$ cat src/hdl/eis_pkg.sv
// Shared types and constants for the epoch index sampler.
package eis_pkg;

  localparam int ALU_W  = 17;
  localparam int ALU_RW = 2 * ALU_W;
  localparam int DATA_W = 16;

  localparam logic OP_START = 1'b0;
  localparam logic OP_NEXT  = 1'b1;

  localparam logic MODE_SEQ  = 1'b0;
  localparam logic MODE_RAND = 1'b1;

  localparam logic REG_VOLUME = 1'b0;
  localparam logic REG_DEPTH  = 1'b1;

  typedef enum logic [1:0] {
    STS_INDEX    = 2'd0,
    STS_FINISHED = 2'd1,
    STS_REJECT   = 2'd2,
    STS_STARTED  = 2'd3
  } status_t;

  typedef enum logic [1:0] {
    KIND_NONE = 2'd0,
    KIND_SEQ  = 2'd1,
    KIND_RAND = 2'd2
  } kind_t;

  typedef enum logic [1:0] {
    ALU_SUB = 2'd0,
    ALU_MUL = 2'd1,
    ALU_ADD = 2'd2
  } alu_op_t;

  typedef enum logic [2:0] {
    ST_CLEAR = 3'd0,
    ST_IDLE  = 3'd1,
    ST_LEN   = 3'd2,
    ST_CHECK = 3'd3,
    ST_MUL   = 3'd4,
    ST_READ  = 3'd5,
    ST_TEST  = 3'd6,
    ST_OFFS  = 3'd7
  } state_t;

  typedef struct packed {
    logic rd;
    logic wr;
    logic wdata;
  } map_ctl_t;

endpackage

$ cat src/hdl/epoch_index_sampler_core.sv
// Top level of the epoch index sampler: register port, sequencer, ALU, used map.
// A start word with start high is taken when busy is low; exactly one result
// word follows, shown for one cycle with result_valid high, and the receiver
// cannot stall it. Length, pick and offset arithmetic runs through one shared
// subtract/multiply/add unit run by the sequencer; the used map is single-port.
// A sequential start answers directly; a randomized one first clears the map,
// one entry per cycle. A next reports finished on an exhausted epoch, else it
// picks a unit (randomized: multiply, reject a bad or used pick, mark it) and
// adds the offset. The next word can be taken in the cycle result_valid is
// high. After reset the map is cleared with busy high; register writes are
// taken throughout. Registers: data_volume at byte 0, feedback_depth at byte 4.
module epoch_index_sampler_core #(
  parameter int MAX_EPOCH = 1024
) (
  input  logic        clk,
  input  logic        rst,
  input  logic        psel,
  input  logic        penable,
  input  logic        pwrite,
  input  logic [2:0]  paddr,
  input  logic [31:0] pwdata,
  output logic [31:0] prdata,
  output logic        pready,
  input  logic        start,
  output logic        busy,
  input  logic        operation,
  input  logic        order_mode,
  input  logic [15:0] random_word,
  output logic        result_valid,
  output logic [1:0]  status,
  output logic [15:0] unit_index
);
  import eis_pkg::*;

  localparam int PW = (MAX_EPOCH > 1) ? $clog2(MAX_EPOCH) : 1;

  logic [15:0]       data_volume, feedback_depth;
  alu_op_t           alu_op;
  logic [ALU_W-1:0]  alu_a, alu_b;
  logic [ALU_RW-1:0] alu_res;
  map_ctl_t          map_ctl;
  logic [PW-1:0]     map_addr;
  logic              map_rdata;
  logic              cfg_wr;

  assign pready = 1'b1;
  assign cfg_wr = psel && penable && pwrite && pready;

  always_ff @(posedge clk) begin
    if (rst) begin
      data_volume    <= '0;
      feedback_depth <= '0;
    end else if (cfg_wr) begin
      if (paddr[2] == REG_VOLUME) begin
        data_volume <= pwdata[15:0];
      end else begin
        feedback_depth <= pwdata[15:0];
      end
    end
  end

  always_comb begin
    if (paddr[2] == REG_VOLUME) begin
      prdata = 32'(data_volume);
    end else begin
      prdata = 32'(feedback_depth);
    end
  end

  eis_alu u_alu (
    .op  (alu_op),
    .a   (alu_a),
    .b   (alu_b),
    .res (alu_res)
  );

  eis_used_map #(
    .DEPTH (MAX_EPOCH),
    .AW    (PW)
  ) u_map (
    .clk   (clk),
    .ctl   (map_ctl),
    .addr  (map_addr),
    .rdata (map_rdata)
  );

  eis_ctrl #(
    .MAX_EPOCH (MAX_EPOCH),
    .PW        (PW)
  ) u_ctrl (
    .clk            (clk),
    .rst            (rst),
    .start          (start),
    .busy           (busy),
    .operation      (operation),
    .order_mode     (order_mode),
    .random_word    (random_word),
    .data_volume    (data_volume),
    .feedback_depth (feedback_depth),
    .result_valid   (result_valid),
    .status         (status),
    .unit_index     (unit_index),
    .alu_op         (alu_op),
    .alu_a          (alu_a),
    .alu_b          (alu_b),
    .alu_res        (alu_res),
    .map_ctl        (map_ctl),
    .map_addr       (map_addr),
    .map_rdata      (map_rdata)
  );

endmodule

$ cat src/hdl/eis_alu.sv
// Shared subtract / multiply / add unit.
module eis_alu (
  input  eis_pkg::alu_op_t                 op,
  input  logic [eis_pkg::ALU_W-1:0]        a,
  input  logic [eis_pkg::ALU_W-1:0]        b,
  output logic [eis_pkg::ALU_RW-1:0]       res
);
  import eis_pkg::*;

  always_comb begin
    unique case (op)
      ALU_SUB: res = ALU_RW'(a) - ALU_RW'(b);
      ALU_MUL: res = ALU_RW'(a) * ALU_RW'(b);
      ALU_ADD: res = ALU_RW'(a) + ALU_RW'(b);
      default: res = '0;
    endcase
  end

endmodule

$ cat src/hdl/eis_used_map.sv
// Used-unit bitmap memory, one port, registered read.
module eis_used_map #(
  parameter int DEPTH = 1024,
  parameter int AW    = 10
) (
  input  logic              clk,
  input  eis_pkg::map_ctl_t ctl,
  input  logic [AW-1:0]     addr,
  output logic              rdata
);
  import eis_pkg::*;

  logic mem [DEPTH];

  always_ff @(posedge clk) begin
    if (ctl.wr) begin
      mem[addr] <= ctl.wdata;
    end
  end

  always_ff @(posedge clk) begin
    if (ctl.rd) begin
      rdata <= mem[addr];
    end
  end

endmodule

$ cat src/hdl/eis_ctrl.sv
// Sequencer and datapath registers of the epoch index sampler.
module eis_ctrl #(
  parameter int MAX_EPOCH = 1024,
  parameter int PW        = 10
) (
  input  logic                         clk,
  input  logic                         rst,
  input  logic                         start,
  output logic                         busy,
  input  logic                         operation,
  input  logic                         order_mode,
  input  logic [15:0]                  random_word,
  input  logic [15:0]                  data_volume,
  input  logic [15:0]                  feedback_depth,
  output logic                         result_valid,
  output logic [1:0]                   status,
  output logic [15:0]                  unit_index,
  output eis_pkg::alu_op_t             alu_op,
  output logic [eis_pkg::ALU_W-1:0]    alu_a,
  output logic [eis_pkg::ALU_W-1:0]    alu_b,
  input  logic [eis_pkg::ALU_RW-1:0]   alu_res,
  output eis_pkg::map_ctl_t            map_ctl,
  output logic [PW-1:0]                map_addr,
  input  logic                         map_rdata
);
  import eis_pkg::*;

  localparam int LW = $clog2(MAX_EPOCH + 1);

  state_t          state, state_next;
  kind_t           kind;
  logic [LW-1:0]   len_r, done_count, len_calc;
  logic [PW-1:0]   pick_r, clr_cnt;
  logic [15:0]     rnd_r;
  logic            pick_bad, clr_emit, clr_last, accept, exhausted;
  logic [ALU_W-1:0] diff, pick_full;
  logic            emit;
  status_t         emit_status;
  logic [15:0]     emit_index;
  status_t         status_r;

  assign busy      = (state != ST_IDLE);
  assign accept    = start && !busy;
  assign clr_last  = (clr_cnt == PW'(MAX_EPOCH - 1));
  assign exhausted = (kind == KIND_NONE) || (done_count >= len_r);
  assign diff      = alu_res[ALU_W-1:0];
  assign pick_full = alu_res[DATA_W +: ALU_W];
  assign status    = status_r;

  // epoch length: zero on borrow, saturated at MAX_EPOCH
  always_comb begin
    if (diff[ALU_W-1]) begin
      len_calc = '0;
    end else if (diff > ALU_W'(MAX_EPOCH)) begin
      len_calc = LW'(MAX_EPOCH);
    end else begin
      len_calc = LW'(diff);
    end
  end

  always_comb begin
    state_next = state;
    unique case (state)
      ST_CLEAR: state_next = clr_last ? ST_IDLE : ST_CLEAR;
      ST_IDLE: begin
        if (accept) begin
          if (operation == OP_NEXT) begin
            state_next = ST_LEN;
          end else if (order_mode == MODE_RAND) begin
            state_next = ST_CLEAR;
          end
        end
      end
      ST_LEN: state_next = ST_CHECK;
      ST_CHECK: begin
        if (exhausted) begin
          state_next = ST_IDLE;
        end else if (kind == KIND_SEQ) begin
          state_next = ST_OFFS;
        end else begin
          state_next = ST_MUL;
        end
      end
      ST_MUL:  state_next = ST_READ;
      ST_READ: state_next = pick_bad ? ST_IDLE : ST_TEST;
      ST_TEST: state_next = map_rdata ? ST_IDLE : ST_OFFS;
      ST_OFFS: state_next = ST_IDLE;
      default: state_next = ST_IDLE;
    endcase
  end

  always_comb begin
    alu_op      = ALU_ADD;
    alu_a       = '0;
    alu_b       = '0;
    map_ctl     = '0;
    map_addr    = pick_r;
    emit        = 1'b0;
    emit_status = STS_INDEX;
    emit_index  = '0;
    unique case (state)
      ST_CLEAR: begin
        map_ctl.wr = 1'b1;
        map_addr   = clr_cnt;
        if (clr_last && clr_emit) begin
          emit        = 1'b1;
          emit_status = STS_STARTED;
        end
      end
      ST_IDLE: begin
        if (accept && operation == OP_START && order_mode == MODE_SEQ) begin
          emit        = 1'b1;
          emit_status = STS_STARTED;
        end
      end
      ST_LEN: begin
        alu_op = ALU_SUB;
        alu_a  = ALU_W'(data_volume);
        alu_b  = ALU_W'(feedback_depth);
      end
      ST_CHECK: begin
        if (exhausted) begin
          emit        = 1'b1;
          emit_status = STS_FINISHED;
        end
      end
      ST_MUL: begin
        alu_op = ALU_MUL;
        alu_a  = ALU_W'(len_r);
        alu_b  = ALU_W'(rnd_r);
      end
      ST_READ: begin
        if (pick_bad) begin
          emit        = 1'b1;
          emit_status = STS_REJECT;
        end else begin
          map_ctl.rd = 1'b1;
        end
      end
      ST_TEST: begin
        if (map_rdata) begin
          emit        = 1'b1;
          emit_status = STS_REJECT;
        end else begin
          map_ctl.wr    = 1'b1;
          map_ctl.wdata = 1'b1;
        end
      end
      ST_OFFS: begin
        alu_op      = ALU_ADD;
        alu_a       = ALU_W'(pick_r);
        alu_b       = ALU_W'(feedback_depth);
        emit        = 1'b1;
        emit_status = STS_INDEX;
        emit_index  = alu_res[DATA_W-1:0];
      end
      default: ;
    endcase
  end

  always_ff @(posedge clk) begin
    if (rst) begin
      state        <= ST_CLEAR;
      clr_cnt      <= '0;
      clr_emit     <= 1'b0;
      kind         <= KIND_NONE;
      done_count   <= '0;
      result_valid <= 1'b0;
    end else begin
      state        <= state_next;
      result_valid <= emit;
      if (state == ST_CLEAR) begin
        clr_cnt <= clr_last ? '0 : clr_cnt + 1'b1;
        if (clr_last) begin
          clr_emit <= 1'b0;
        end
      end
      if (state == ST_IDLE && accept && operation == OP_START) begin
        done_count <= '0;
        if (order_mode == MODE_RAND) begin
          kind     <= KIND_RAND;
          clr_emit <= 1'b1;
        end else begin
          kind <= KIND_SEQ;
        end
      end
      if (state == ST_OFFS) begin
        done_count <= done_count + 1'b1;
      end
    end
  end

  always_ff @(posedge clk) begin
    if (emit) begin
      status_r   <= emit_status;
      unit_index <= emit_index;
    end
    if (accept) begin
      rnd_r <= random_word;
    end
    if (state == ST_LEN) begin
      len_r <= len_calc;
    end
    if (state == ST_CHECK) begin
      pick_r <= done_count[PW-1:0];
    end
    if (state == ST_MUL) begin
      pick_r   <= pick_full[PW-1:0];
      pick_bad <= (pick_full >= ALU_W'(len_r));
    end
  end

  a_no_write_idle: assert property (@(posedge clk) disable iff (rst)
    !(state == ST_IDLE && map_ctl.wr))
    else $error("used map written while idle");

  a_mark_only_free: assert property (@(posedge clk) disable iff (rst)
    (state == ST_TEST && map_ctl.wr) |-> !map_rdata)
    else $error("marking a unit that is already used");

  a_index_counts: assert property (@(posedge clk) disable iff (rst)
    (result_valid && status_r == STS_INDEX) |->
      (done_count == LW'($past(done_count) + 1'b1)))
    else $error("index given without advancing the count");

  a_count_bound: assert property (@(posedge clk) disable iff (rst)
    (result_valid && status_r == STS_INDEX) |-> (done_count <= len_r))
    else $error("more indexes than the epoch holds");

endmodule
$ cat config.mk
export PLATFORM = sky130hd
export DESIGN_NAME = epoch_index_sampler_core
export DESIGN_NICKNAME = d
export VERILOG_FILES = /design/src/hdl/eis_pkg.sv /design/src/hdl/epoch_index_sampler_core.sv /design/src/hdl/eis_alu.sv /design/src/hdl/eis_used_map.sv /design/src/hdl/eis_ctrl.sv
export SDC_FILE = /design/constraint.sdc
export NUM_CORES = 2
export LEC_CHECK = 0
export BUFFER_PORTS_ARGS = -buffer_cell sky130_fd_sc_hd__buf_2
export CAP_MARGIN = 20
export CORE_ASPECT_RATIO = 1.1
export CORE_MARGIN = 3
export CORE_UTILIZATION = 58
export DETAILED_ROUTE_END_ITERATION = 10
export PLACE_DENSITY = 0.83
export SYNTH_ARGS = -nofsm -noshare
export SYNTH_HDL_FRONTEND = slang
export SYNTH_HIERARCHICAL = 1
export SYNTH_SLANG_ARGS = --single-unit
$ cat constraint.sdc
create_clock -name clk -period 10.55 [get_ports clk]
set_input_delay 1.055 -clock clk [delete_from_list [all_inputs] [get_ports clk]]
set_output_delay 1.055 -clock clk [all_outputs]
set_load 0.05 [all_outputs]
* After elaboration in Yosys (flattened, before gate mapping) *
Memory sizes are Yosys's and may differ from the RTL's. A register that Yosys moved wholly into a read port is not among the register bits.
Index checks and enable logic that the tools add are counted.

word-level totals
  memories = 1
  logic and storage cells = 106
  output and inout bits = 53
  flip-flop bits (word level) = 116
  memory bits (writable) = 1024

cells by class
  bitwise logic cells = 3
  reduce and logical (&&, ||, !) cells = 20
  equal/unequal tests = 14
  multiplexer cells = 45
  magnitude comparators = 3
  $mul = 1
  $add $sub $neg = 4

memory list
  memory     words  width  rd ports  clocked after Yosys merged registers in  wr ports  line                source
  u_map.mem  1024   1      1         1                                        1         eis_used_map.sv:13  logic mem [DEPTH];

operators by type and width
  kind                   number
  $pmux 33 s3            1
  $pmux 16 s3            1
  $mux 10                4
  $mul 17x17->33         1
  $mux 11                3
  $pmux 16 s2            1
  $pmux 3 s8             1
  $add 17x17->18         1
  $mux 3                 6
  $sub 17x17->18         1
  $ge 17x11->1           1
  $gt 17x11->1 const B   1
  $mux 1                 16
  $mux 16                1
  $mux 2                 7
  $eq 3x3->1 const B     4
  $add 11x1->11 const B  1
  $ge 11x11->1           1
  $add 10x1->10 const B  1
  $eq 10x10->1 const B   1
  $pmux 2 s5             1
  $logic_and 1x1->1      8
  $eq 3x2->1 const B     2
  $pmux 1 s6             1
  16 further kinds       24

* Depth between registers and ports, before layout *
  depth after elaboration = 7
  mapped depth = 36

* Hierarchy *
The synthesis kept the hierarchy.

modules (own cells, without submodules)
  module                    times used  area an instance (um2)  seq. area each (um2)  cells each
  eis_used_map              1           44347.5                 30779.5               3369
  eis_alu                   1           11569.8                 0.0                   1418
  eis_ctrl                  1           4565.6                  2242.2                451
  epoch_index_sampler_core  1           1690.4                  640.6                 161

* Least setup slack after synthesis *
No wires, ideal clock.

  kind = reg2reg
  start = reg u_ctrl.state[2]
  end = mem u_map.mem[880], enable pin
  cell stages (with the launch flop) = 10
  data required time = 10250 ps
  data arrival time = 9973 ps
  path slack = 278 ps
  path buffers = 4
  clock period less this slack = 10272 ps
  path through = dfxtp_1 > buf_4 > clkbuf_1 > and4bb_2 > or2_2 > and2_1 > clkbuf_1 > nand2_1 > buf_2 > nor2_1

RTL lines
  what                    line                source
  start, declared         eis_ctrl.sv:30      state_t state, state_next;
  start signal, assigned  eis_ctrl.sv:170     state <= state_next;
  end, declared           eis_used_map.sv:13

* Worst setup path after layout *
  start = reg u_ctrl.state[0]
  end = reg u_ctrl.pick_bad, data pin

between the ends
  longest elaborated chain between the ends = 6
  elaborated cells between the ends (all ways) = 15
  classes of those cells = add/sub (2); mul (1); order compare (1); eq/ne (5); mux (4); reduce/logical (2)

ends and longest elaborated chain
  what                                      line                            source
  $eq 3x2->1 or $eq 3x3->1 (tied branches)  eis_ctrl.sv:101                 unique case (state)
  $reduce_or 2->1 (no source line)          --
  $pmux 16 s2 *                             eis_ctrl.sv:101
  net alu_b[2]                              epoch_index_sampler_core.sv:39  logic [ALU_W-1:0] alu_a, alu_b;
  $mul 17x17->33 (tied with other cells)    eis_alu.sv:13                   ALU_MUL: res = ALU_RW'(a) * ALU_RW'(b);
  $pmux 33 s3 *                             eis_alu.sv:11                   unique case (op)
  net alu_res[17]                           epoch_index_sampler_core.sv:40  logic [ALU_RW-1:0] alu_res;
  $ge 17x11->1 *                            eis_ctrl.sv:209                 pick_bad <= (pick_full >= ALU_W'(len_r));
  end signal, assigned                      eis_ctrl.sv:209
  end, declared                             eis_ctrl.sv:35                  logic pick_bad, clr_emit, clr_last, accept, exhausted;

Mark *: on every way through the listed nets, which the timed path passes. The rest lies on a longest branch.
A chain may end at the register's enable or synchronous reset.

==> run metrics <==
synth-to-layout area growth 7.96%; final cell utilization of the core 0.633; design area 67,000 sq um; number of post-CTS setup repair buffers 0; CTS hold repair buffers 0; data required time at the worst endpoint 11.01 ns; total congestion overflow 0; worst-skew pair later-pin latency 0.72 ns; number of iterations in the first detailed-routing pass 6; die height 349 microns; half-perimeter wire length after detailed placement 102,000 microns; arrival time at the worst endpoint 9.89 ns; cell count after synthesis 5,391; count of buffering cells on the critical path with inverters included 3; overall power 9.24 mW; Worst Clk Skew 0.0457 ns; CP endpoint kind flip-flop; clock edge transition at the registers on the reported setup and hold paths 0.06 ns; initial standard-cell utilization of the core 0.587; number of max-slew violations in the final report 0; Yosys warning total 6; cell area power density 138 nW/um^2; outcome completed; upper clock frequency limit 106 MHz; Reg2Reg Depth 28; fill cell count 7,528; summed negative setup slack over all endpoints 0 ns; DRC marker count from the first detailed-route iteration 6,745; maximum fanout encountered on the critical timing path 21; number of I/O pins 112; floorplan row count 125; peak supply drop 152 uV; wire length of the first global-routing pass 259,000 microns; total instance count after detailed placement 6,552; Critical Path Stages 28; DR vias/cell 6.45; most prevalent standard cell on the critical path sky130_fd_sc_hd__fa_1; die width 318 microns; average routed wire per standard cell 25.8 microns; proportion of layout cells with a drive suffix above 1 0.0916; number of cells upsized or downsized after cts 0; RSZ-0062 raised after global routing no; Max Root-Sink Buffers 3; total via count in the routed design 43,600; final-report setup violation count 0; post-route antenna net violation count 0; Leak 23.4 nW; H-tree levels 3; actual slew at the worst max-slew pin 1.25 ns; count of placed standard cells in the final layout, fillers left out 6,763; Total Die Area 111,000 sq um; category of the worst setup path launch point flip-flop; largest net degree at the start of global routing 259; area of the core 106,000 sq um; kind of cell adding the most delay to the critical path adder cells; Final Hold Vio Count 0; slowest cell delay on critical path 0.96 ns; remaining design rule violation count 0; cell depth of the worst hold path 2; sink count of the clock tree 1,141; total routing usage reported by global routing 0.307; shortest clock period the worst path allows after layout 9.43 ns; number of global-route vias before repair 43,300; clock tree root buffer cell sky130_fd_sc_hd__clkbuf_16; wire length after detailed routing 175,000 microns; period utilization 0.894; Post-Synthesis Cell Area 62,100 sq um; normalized max-slew margin 0.166; post-synthesis average cell area 11.5 sq um; IO Port Bufs 76; Inserted Clock Buffers 109; Final Wtd Congestion 0.962; area after detailed placement 63,200 sq um; WS Path Type flip-flop to flip-flop; max-cap viol count 0; slowest stage cell on the critical path sky130_fd_sc_hd__a22o_1; initial antenna violation count 2; # nets final 5,731; CTS tree yes; path type of the worst min-delay path flip-flop to flip-flop
-- cell type report --
type | instances | area [sq um] | area share
Tap cell | 1397 | 1750 | 0.0261
Sequential cell | 1141 | 33700 | 0.502
Clock inverter | 48 | 502 | 0.00748
Timing Repair Buffer | 192 | 1540 | 0.0230
Multi-Input combinational cell | 3487 | 25300 | 0.377
Inverter | 349 | 1310 | 0.0195
Clock buffer | 146 | 2980 | 0.0445
Antenna cell | 3 | 7.51 | 0.000112
-- report_power, final --
part | internal, mW | switching (mW) | total [mW]
Combinational | 0.187 | 0.314 | 0.501
Sequential | 4.88 | 0.00455 | 4.89
Clock | 2.15 | 1.69 | 3.85
Total | 7.22 | 2.01 | 9.24
-- state kept, by name (all words and copies together), names as in the netlist, 3 cells and up --
register,flops
u_ctrl/rnd_r,16
u_ctrl/done_count,11
u_ctrl/pick_r,10
u_map/mem,1024
u_ctrl/unit_index,16
u_ctrl/len_r,11
u_ctrl/state,3
u_ctrl/clr_cnt,10
feedback_depth,16
data_volume,16
-- placed cells by master (no fill, tap or decap), types with 29 or more instances in the layout --
| cell type | instances |
|---|---|
| sky130_fd_sc_hd__nor2_1 | 1154 |
| sky130_fd_sc_hd__edfxtp_1 | 1081 |
| sky130_fd_sc_hd__mux2i_1 | 491 |
| sky130_fd_sc_hd__inv_1 | 348 |
| sky130_fd_sc_hd__nand2_1 | 290 |
| sky130_fd_sc_hd__fa_1 | 226 |
| sky130_fd_sc_hd__o22ai_1 | 209 |
| sky130_fd_sc_hd__ha_1 | 166 |
| sky130_fd_sc_hd__and2_1 | 143 |
| sky130_fd_sc_hd__clkbuf_16 | 113 |
| sky130_fd_sc_hd__buf_4 | 96 |
| sky130_fd_sc_hd__buf_2 | 77 |
| sky130_fd_sc_hd__a21oi_1 | 75 |
| sky130_fd_sc_hd__o21ai_0 | 72 |
| sky130_fd_sc_hd__dfxtp_1 | 60 |
| sky130_fd_sc_hd__nand2b_1 | 58 |
| sky130_fd_sc_hd__nor4_1 | 54 |
| sky130_fd_sc_hd__nor3_1 | 44 |
| sky130_fd_sc_hd__nand3_1 | 42 |
| sky130_fd_sc_hd__nand2_2 | 35 |
| sky130_fd_sc_hd__mux4_2 | 32 |
| sky130_fd_sc_hd__xnor2_1 | 30 |
| sky130_fd_sc_hd__clkbuf_1 | 29 |
-- tightest hold or removal path: cells and delay by family, from the launching register on --
family | cells | cell delay (ns)
and+or+nand+nor | 1 | 0.07
DFF | 1 | 0.32
muxes | 1 | 0.06
-- stage by stage --
stage	hold slack [ns]	setup WS [ns]
4_1_cts	0.485	1.32
3_3_place_gp	0.448	1.45
6_report	0.491	1.12
2_1_floorplan	0.438	0.278
5_1_grt	0.491	0.708
3_5_place_dp	0.460	1.35
-- layer usage --
layer	part of all wire	up-vias	track usage
li1	-	18400	-
met1	0.33	21200	0.375
met2	0.47	3196	0.500
met3	0.13	813	0.0709
met4	0.070	2	0.188
met5	0.00011	-	0
-- worst paths after layout --
check,end,slack [ns],start
setup / recovery,u_ctrl/pick_bad,1.12,u_ctrl/state[0]
hold / removal,data_volume[15],0.49,data_volume[15]
setup reg to reg,u_ctrl/pick_bad,1.12,u_ctrl/state[0]
hold reg to reg,data_volume[15],0.49,data_volume[15]
Note: power is estimated with default switching activity, not from simulation.
